### src/rtl/mvc_pkg.sv
`timescale 1ns / 1ps

package mvc_pkg;

    // Grid geometry and derived widths.
    localparam int GRID_SIZE = 128;
    localparam int CW        = $clog2(GRID_SIZE);
    localparam int DEPTH     = GRID_SIZE * GRID_SIZE;
    localparam int AW        = $clog2(DEPTH);

    // Field widths fixed by the interface.
    localparam int POS_W      = 7;
    localparam int CNT_W      = 16;
    localparam int SCALE_W    = 4;
    localparam int PEN_W      = 10;
    localparam int WGT_W      = CNT_W + SCALE_W + 1;
    localparam int CFG_IDX_W  = 2;
    localparam int CFG_DATA_W = 10;
    localparam int S_TDATA_W  = 24;
    localparam int M_TDATA_W  = 24;

    localparam logic [CNT_W-1:0] CNT_MAX = '1;

    // Configuration register indexes and reset values.
    localparam logic [CFG_IDX_W-1:0] REG_VISIT_SCALE      = 2'd0;
    localparam logic [CFG_IDX_W-1:0] REG_WALL_PENALTY     = 2'd1;
    localparam logic [CFG_IDX_W-1:0] REG_DEAD_END_PENALTY = 2'd2;

    localparam logic [SCALE_W-1:0] VISIT_SCALE_RST  = 4'd5;
    localparam logic [PEN_W-1:0]   WALL_PEN_RST     = 10'd100;
    localparam logic [PEN_W-1:0]   DEAD_END_PEN_RST = 10'd100;

    // Compass headings.
    localparam logic [1:0] DIR_EAST  = 2'd0;
    localparam logic [1:0] DIR_NORTH = 2'd1;
    localparam logic [1:0] DIR_WEST  = 2'd2;
    localparam logic [1:0] DIR_SOUTH = 2'd3;

    // Move codes relative to the robot.
    localparam logic [1:0] MOVE_RIGHT = 2'd0;
    localparam logic [1:0] MOVE_FRONT = 2'd1;
    localparam logic [1:0] MOVE_LEFT  = 2'd2;
    localparam logic [1:0] MOVE_BACK  = 2'd3;

    typedef logic [CW-1:0]    coord_t;
    typedef logic [AW-1:0]    addr_t;
    typedef logic [CNT_W-1:0] count_t;
    typedef logic [WGT_W-1:0] weight_t;

    // A neighbor cell, already clamped; outside marks a step off the grid.
    typedef struct packed {
        coord_t x;
        coord_t y;
        logic   outside;
    } cell_t;

    // What the weighing unit needs to know about one side.
    typedef struct packed {
        count_t count;
        logic   wall;
        logic   outside;
    } side_t;

    typedef struct packed {
        logic   en;
        addr_t  addr;
        count_t data;
    } wr_req_t;

    function automatic coord_t clamp_pos(logic [POS_W-1:0] p);
        if (int'(p) > GRID_SIZE - 1) begin
            return coord_t'(GRID_SIZE - 1);
        end
        return coord_t'(p);
    endfunction

    function automatic cell_t step_cell(coord_t x, coord_t y, logic [1:0] dir);
        cell_t c;
        c.x       = x;
        c.y       = y;
        c.outside = 1'b0;
        case (dir)
            DIR_EAST: begin
                if (x == coord_t'(GRID_SIZE - 1)) c.outside = 1'b1;
                else c.x = x + coord_t'(1);
            end
            DIR_NORTH: begin
                if (y == '0) c.outside = 1'b1;
                else c.y = y - coord_t'(1);
            end
            DIR_WEST: begin
                if (x == '0) c.outside = 1'b1;
                else c.x = x - coord_t'(1);
            end
            DIR_SOUTH: begin
                if (y == coord_t'(GRID_SIZE - 1)) c.outside = 1'b1;
                else c.y = y + coord_t'(1);
            end
            default: c.outside = 1'b1;
        endcase
        return c;
    endfunction

    // Cells are stored column-major: address = x * GRID_SIZE + y.
    function automatic addr_t cell_addr(coord_t x, coord_t y);
        addr_t xa;
        addr_t ya;
        xa = addr_t'(x);
        ya = addr_t'(y);
        return xa * addr_t'(GRID_SIZE) + ya;
    endfunction

    function automatic count_t sat_add(count_t c, logic [PEN_W-1:0] amt);
        logic [CNT_W:0] s;
        s = {1'b0, c} + (CNT_W + 1)'(amt);
        return s[CNT_W] ? CNT_MAX : s[CNT_W-1:0];
    endfunction

endpackage

### src/rtl/mvc_weigh.sv
`timescale 1ns / 1ps

module mvc_weigh import mvc_pkg::*; (
    input  logic               aclk,
    input  side_t              side_r,
    input  side_t              side_f,
    input  side_t              side_l,
    input  logic [SCALE_W-1:0] visit_scale,
    input  logic [PEN_W-1:0]   wall_penalty,
    output logic [1:0]         move_dir
);

    localparam logic [1:0] PREF_RIGHT = 2'd1;
    localparam logic [1:0] PREF_FRONT = 2'd2;
    localparam logic [1:0] PREF_LEFT  = 2'd3;

    weight_t wgt_r_reg;
    weight_t wgt_f_reg;
    weight_t wgt_l_reg;
    weight_t best;
    weight_t pen_w;
    logic [1:0] pick;

    // An off-grid side weighs as count zero and takes the wall penalty once.
    function automatic weight_t side_weight(side_t s, logic [SCALE_W-1:0] scale,
                                            logic [PEN_W-1:0] pen, logic [1:0] pref);
        count_t  c;
        weight_t w;
        c = s.outside ? '0 : s.count;
        w = weight_t'(c) * weight_t'(scale) + weight_t'(pref);
        if (s.wall || s.outside) begin
            w = w + weight_t'(pen);
        end
        return w;
    endfunction

    always_ff @(posedge aclk) begin
        wgt_r_reg <= side_weight(side_r, visit_scale, wall_penalty, PREF_RIGHT);
        wgt_f_reg <= side_weight(side_f, visit_scale, wall_penalty, PREF_FRONT);
        wgt_l_reg <= side_weight(side_l, visit_scale, wall_penalty, PREF_LEFT);
    end

    always_comb begin
        pen_w = weight_t'(wall_penalty);
        if (wgt_r_reg < wgt_f_reg) begin
            best = wgt_r_reg;
            pick = MOVE_RIGHT;
        end else begin
            best = wgt_f_reg;
            pick = MOVE_FRONT;
        end
        if (wgt_l_reg < best) begin
            pick = MOVE_LEFT;
        end
        if (wgt_r_reg > pen_w && wgt_f_reg > pen_w && wgt_l_reg > pen_w) begin
            pick = MOVE_BACK;
        end
        move_dir = pick;
    end

endmodule

### config.mk
export PLATFORM = sky130hd
export DESIGN_NAME = mvc_weigh
export DESIGN_NICKNAME = d
export VERILOG_FILES = /design/src/rtl/mvc_pkg.sv /design/src/rtl/mvc_weigh.sv
export SDC_FILE = /design/constraint.sdc
export NUM_CORES = 1
export LEC_CHECK = 0
export BUFFER_PORTS_ARGS = -buffer_cell sky130_fd_sc_hd__buf_2
export CAP_MARGIN = 20
export CORE_ASPECT_RATIO = 0.5
export CORE_MARGIN = 2
export CORE_UTILIZATION = 50
export CTS_CLUSTER_DIAMETER = 40
export DETAILED_ROUTE_END_ITERATION = 10
export MAX_ROUTING_LAYER = met4
export PLACE_DENSITY = 0.76
export REMOVE_ABC_BUFFERS = 1
export SLEW_MARGIN = 20
export SYNTH_ARGS = -nofsm -noshare
export SYNTH_HDL_FRONTEND = slang
export SYNTH_SLANG_ARGS = --single-unit
### constraint.sdc
create_clock -name aclk -period 5.8 [get_ports aclk]
set_input_delay 0.58 -clock aclk [delete_from_list [all_inputs] [get_ports aclk]]
set_output_delay 0.58 -clock aclk [all_outputs]
set_load 0.02 [all_outputs]
==> flow_summary.toml, run 1 <==
[detailed_routing]
wl_met2_mm = 12.04
wl_met1_mm = 13.16
vias = 9885
final_antenna_net_count = 0
drt_wl_total_mm = 26.69
drtIter0Drc = 492
remaining_drc_errors = 0
via_per_inst = 5.384
top_layer_used = "met4"
routed-wl-met3_mm = 1.026
wire_per_inst_um = 14.53
dr.pass1.iters = 5

[timing]
finalSetupTns_ns = 0
relSlewSlack_pct = 33.36
rsz0062_at_grt = "false"
tightest_slew_ns = 0.9959
period_share_pct = 90.98
post-route-min-period_ns = 5.277
maxSlewViolCount = 0
setup_viol = 0
hold_viol_final = 0
fmax_mhz = 189.5

[critical_path]
startpoint_type = "input pin"
critPathKind = "input pin to register"
cp_max_fo = 8
crit_path_end_kind = "register"
crit_required_ns = 6.01
crit_arrival_ns = 5.48

[global_route]
grt_pass1_wl_mm = 46.05
global_route.overflow_total = 0
antenna_found_initial = 2
grt_max_degree = 20
grt.total_usage_pct = 22.93
grt_pass1_vias = 10038

[cts]
clockBufferDepth = 2
htreeDepth = 3
cts_tree = "built"
post_cts_resized = 0
clockRootBuffer = "clkbuf_16"
cts_hold_buf = 0
cts_buffers = 9
cts.sinks = 63
clkTransAtPathRegs_ns = 0.05
postCtsSetupBuffers = 0

[floorplan]
rows = 39
die_x_um = 221.2
die_h_um = 112.6
top_level_ports = 71
die_area_um2 = 24900
core_area_um2 = 22980
start_util_pct = 51.31

[hold_path]
hp-class = "input pin to register"

[logic_synthesis]
synth_area_um2 = 11790
synthFlopType = "dfxtp_1"
syn_avg_cell_area_um2 = 8.133
yosys-top-cells-area = "ha_1 (19%), fa_1 (15%), dfxtp_1 (11%)"
yosys_warnings = 0
yosys-top-cells-count = "inv_1 (203), ha_1 (176), and2_1 (146)"
ys_seq_elements = 63
synthMostInstantiatedCell = "inv_1"
seq_area_frac_synth_pct = 10.69
synth.largest_area_cell = "ha_1"
syn_inst = 1450
synth_edf_count = 0
yosysUniqueCellTypes = 79
synth_top_area_share_pct = 18.67
ys_async_sr_fraction_pct = 0

[power]
p_leak_nw = 6.381
total_power_w = 0.003096
ir_drop_v = 0.0001672
powerDensity_nw_per_um2 = 241.6

[job]
max_cap_violations = 0

[placed_design]
gp_congestion = 0.9135
port_buffers = 70
hpwl_mm = 22.72

[finish]
fin_nets = 1855
fill_cells = 2140
drive_above_1_share_pct = 9.365
syn_to_final_growth_pct = 8.679

[status]
status = "completed"
[per-stage QoR]
step | util (%) | hold slack (ns) | cells | setup slack, ns | cell area, µm²
finish | 55.76 | 0.5457 | 1836 | 0.5230 | 12820
CTS | 55.73 | 0.5306 | 1834 | 0.5404 | 12810
floorplan | - | 0.6911 | 1429 | 0.7487 | 11700
global placement | 54.54 | 0.8741 | 1819 | 0.3560 | 12540
global route | 55.76 | 0.5382 | 1836 | 0.1645 | 12820
detailed placement | 54.54 | 0.8717 | 1819 | 0.1981 | 12540
[cells in the final DEF, fill, tap and decap left out, types with 25 or more instances in the layout]
master and n:
inv_1 203, ha_1 176, and2_1 146, nand2_1 126, fa_1 87, a21oi_1 73, buf_2 70, o21ai_0 65
dfxtp_1 63, xnor2_1 62, nor2_1 49, xor2_1 37, a21o_1 34, nor2b_1 29, nand3_1 25
[per-layer routing]
metal / track usage [%] / up-vias
li1: - / 5053
met3: 2.539 / 37
met1: 29.77 / 4621
met5: - / -
met2: 38.35 / 174
met4: 5.861 / 0
[report_power, final]
| part | internal (W) | switching (W) | total, W |
|---|---|---|---|
| registers | 0.000579 | 0.000126 | 0.000705 |
| logic | 0.000849 | 0.00105 | 0.00190 |
| clock network | 0.000298 | 0.000195 | 0.000492 |
| total | 0.00173 | 0.00137 | 0.00310 |
[worst max-delay path: stages]
cell and delay [ns]:
buf_2 0.24, nor2b_1 0.37, nand2_1 0.16, fa_1 0.55, inv_1 0.05, fa_1 0.43
ha_1 0.36, nand3_1 0.12, o211ai_2 0.14, or2_2 0.32, a21o_1 0.18, a21oi_1 0.17
xnor2_1 0.19, ha_1 0.30, a21o_1 0.19, o41ai_1 0.46, o22a_1 0.24, nand3b_1 0.20
nor2_1 0.09, xnor2_1 0.13
[final timing paths]
path | slack [ns] | end | cells past startpoint | start
setup / recovery | 0.52 | wgt_r_reg[17]$_DFF_P_ | 20 | visit_scale[1]
hold / removal | 0.55 | wgt_l_reg[0]$_DFF_P_ | 2 | side_l[1]
[cells by family (layout without fill, tap and decap cells)]
kind of cell | after synthesis | count (layout) | synth area share [%]
simple gates | 480 | 480 | 21.87
fa+ha+maj | 263 | 263 | 33.44
compound gates | 292 | 292 | 16.85
xor+xnor | 100 | 100 | 7.491
other cells | 0 | 2 | 0
buf+inv | 224 | 301 | 7.215
mux | 28 | 28 | 2.440
flops | 63 | 63 | 10.69
[final cells by class]
cell class / count / area, µm² / share of cell area (%)
inverter: 203 / 762.0 / 5.946
sequential: 63 / 1261 / 9.841
clock buffer: 10 / 239.0 / 1.865
timing repair buffer: 83 / 447.9 / 3.495
multi-input combinational: 1163 / 9683 / 75.55
antenna: 2 / 5.005 / 0.03905
tap: 307 / 384.1 / 2.997
clock inverter: 5 / 33.78 / 0.2636
No activity file was read; power rests on OpenSTA's default activity.
==> run 2: changes to the inputs <==
--- a/config.mk
+++ b/config.mk
@@ -8,12 +8,11 @@
 export BUFFER_PORTS_ARGS = -buffer_cell sky130_fd_sc_hd__buf_2
 export CAP_MARGIN = 20
 export CORE_ASPECT_RATIO = 0.5
-export CORE_MARGIN = 2
-export CORE_UTILIZATION = 50
+export CORE_UTILIZATION = 30
 export CTS_CLUSTER_DIAMETER = 40
 export DETAILED_ROUTE_END_ITERATION = 10
 export MAX_ROUTING_LAYER = met4
-export PLACE_DENSITY = 0.76
+export PLACE_DENSITY = 0.53
 export REMOVE_ABC_BUFFERS = 1
 export SLEW_MARGIN = 20
 export SYNTH_ARGS = -nofsm -noshare
==> flow_summary.toml, run 2 (synthesized netlist as in run 1, its figures left out) <==
[timing]
period_share_pct = 90.73
setup_viol = 0
finalSetupTns_ns = 0
rsz0062_at_grt = "false"
relSlewSlack_pct = 30.83
maxSlewViolCount = 0
tightest_slew_ns = 1.034
fmax_mhz = 190.0
post-route-min-period_ns = 5.262
hold_viol_final = 0
holdWs_ns = 0.5160

[finish]
final_area_um2 = 13120
fin_nets = 1857
utilization_pct = 34.50
layout_commonest_cell = "inv_1"
final-instance-count-excl-fill = 2051
drive_above_1_share_pct = 9.477
fill_cells = 4134
final_cell_mix = "inv_1 (203), ha_1 (176), and2_1 (146)"
syn_to_final_growth_pct = 11.28

[detailed_routing]
drtIter0Drc = 435
wire_per_inst_um = 13.90
via_per_inst = 4.721
vias = 9683
drt_wl_total_mm = 28.51
final_antenna_net_count = 0
dr.pass1.iters = 5
remaining_drc_errors = 0

[global_route]
grt_pass1_wl_mm = 47.89
grt-busiest-layer = "met2"
gr-usage-met3_pct = 1.362
grt_max_degree = 20
grt_pass1_vias = 9648
grt.total_usage_pct = 15.23
met1_usage_pct = 20.75
antenna_found_initial = 1
global_route.overflow_total = 0
gr-usage-met2_pct = 24.60

[power]
ir_drop_v = 0.0001580
p_leak_nw = 6.399
powerDensity_nw_per_um2 = 238.6

[cts]
clkTransAtPathRegs_ns = 0.06
htreeDepth = 3
clockBufferDepth = 2
cts_tree = "built"
cts_buffers = 9
cts.sinks = 63
post_cts_resized = 0
postCtsSetupBuffers = 0
cts_hold_buf = 0
clockRootBuffer = "clkbuf_16"

[critical_path]
cp_max_fo = 8
crit_chain = "inv_1 -> ha_1 -> a21boi_0 -> o21a_1 -> o2111ai_1 -> a211o_1 -> a21oi_1 -> nand2b_1 -> buf_4 -> mux2i_1 -> ha_1 -> a21o_1 -> a21oi_1 -> nor2b_1 -> o21ai_0 -> a21oi_1 -> a2111oi_0 -> o21a_1 -> or2_2 -> buf_2"
path_common_cell = "a21oi_1"
crit_required_ns = 5.22
crit_buf_inv = 3
cp_top_family = "compound AO/OA/AOI/OAI gates"
worst_path_max_delay_cell = "nand2b_1"
crit_path_end_kind = "output port"
critPathKind = "register to output port"
max_stage_delay_ns = 0.42
startpoint_type = "register"
crit_arrival_ns = 4.68

[hold_path]
hold_path_depth = 2
min_to = "wgt_f_reg[0]$_DFF_P_"
hold_start = "side_f[1]"
hp-class = "input pin to register"

[placed_design]
hpwl_mm = 24.76
placed_cell_area_um2 = 12820
gp_congestion = 0.8552
port_buffers = 70
placed_cells = 2034

[floorplan]
core_area_um2 = 38040
die_area_um2 = 40150
die_x_um = 282.4
die_h_um = 142.2
top_level_ports = 71
rows = 50
start_util_pct = 31.00

[job]
max_cap_violations = 0

[status]
status = "completed"
==> run 2: cell count changes in the layout (fill, tap and decap cells not counted), sizes merged <==
cell	previous run	this run
inv	204	203
diode	2	1
clkinv	2	3
buf	83	85
bufinv	0	1
==> run 2: cell type report <==
| class | instances | area, µm² | share of cell area (%) |
|---|---|---|---|
| multi-input cells | 1163 | 9683 | 73.79 |
| flip-flops and latches | 63 | 1261 | 9.611 |
| inverters | 203 | 762.0 | 5.807 |
| well taps | 520 | 650.6 | 4.958 |
| repair buffers | 85 | 462.9 | 3.528 |
| clock buffers | 10 | 229.0 | 1.745 |
| clock inverters | 6 | 71.32 | 0.5435 |
| diodes | 1 | 2.502 | 0.01907 |
==> run 2: how the worst max path moves through the flow <==
stage	slack [ns]	endpoint	cells past startpoint	startpoint
after floorplan	0.75	wgt_r_reg[19]$_DFF_P_	19	visit_scale[2]
after global placement	0.30	wgt_l_reg[19]$_DFF_P_	23	visit_scale[3]
after detailed placement	0.22	wgt_r_reg[17]$_DFF_P_	20	visit_scale[1]
after CTS	0.44	move_dir[1]	20	wgt_f_reg[1]$_DFF_P_
after global routing	0.14	move_dir[1]	20	wgt_f_reg[1]$_DFF_P_
final	0.54	move_dir[1]	20	wgt_f_reg[1]$_DFF_P_
==> run 2: metal layers <==
metal | up-vias | routed length [µm] | part of all wire [%]
li1 | 5057 | - | -
met1 | 4519 | 14900 | 52
met2 | 89 | 12740 | 45
met3 | 18 | 497 | 1.7
met4 | 0 | 378 | 1.3
met5 | - | 0 | 0
==> run 2: stage by stage <==
stage	total power, W	setup WS (ns)
2_1_floorplan	0.002121	0.7487
3_3_place_gp	0.002584	0.2966
3_5_place_dp	0.002595	0.2151
4_1_cts	0.003159	0.4397
5_1_grt	0.003460	0.1363
6_report	0.003131	0.5377
==> run 2: where the power goes <==
| group | switching [W] | total [W] | internal (W) |
|---|---|---|---|
| clock network | 0.000206 | 0.000540 | 0.000334 |
| registers | 0.000148 | 0.000726 | 0.000579 |
| logic | 0.00102 | 0.00186 | 0.000844 |
| total | 0.00137 | 0.00313 | 0.00176 |
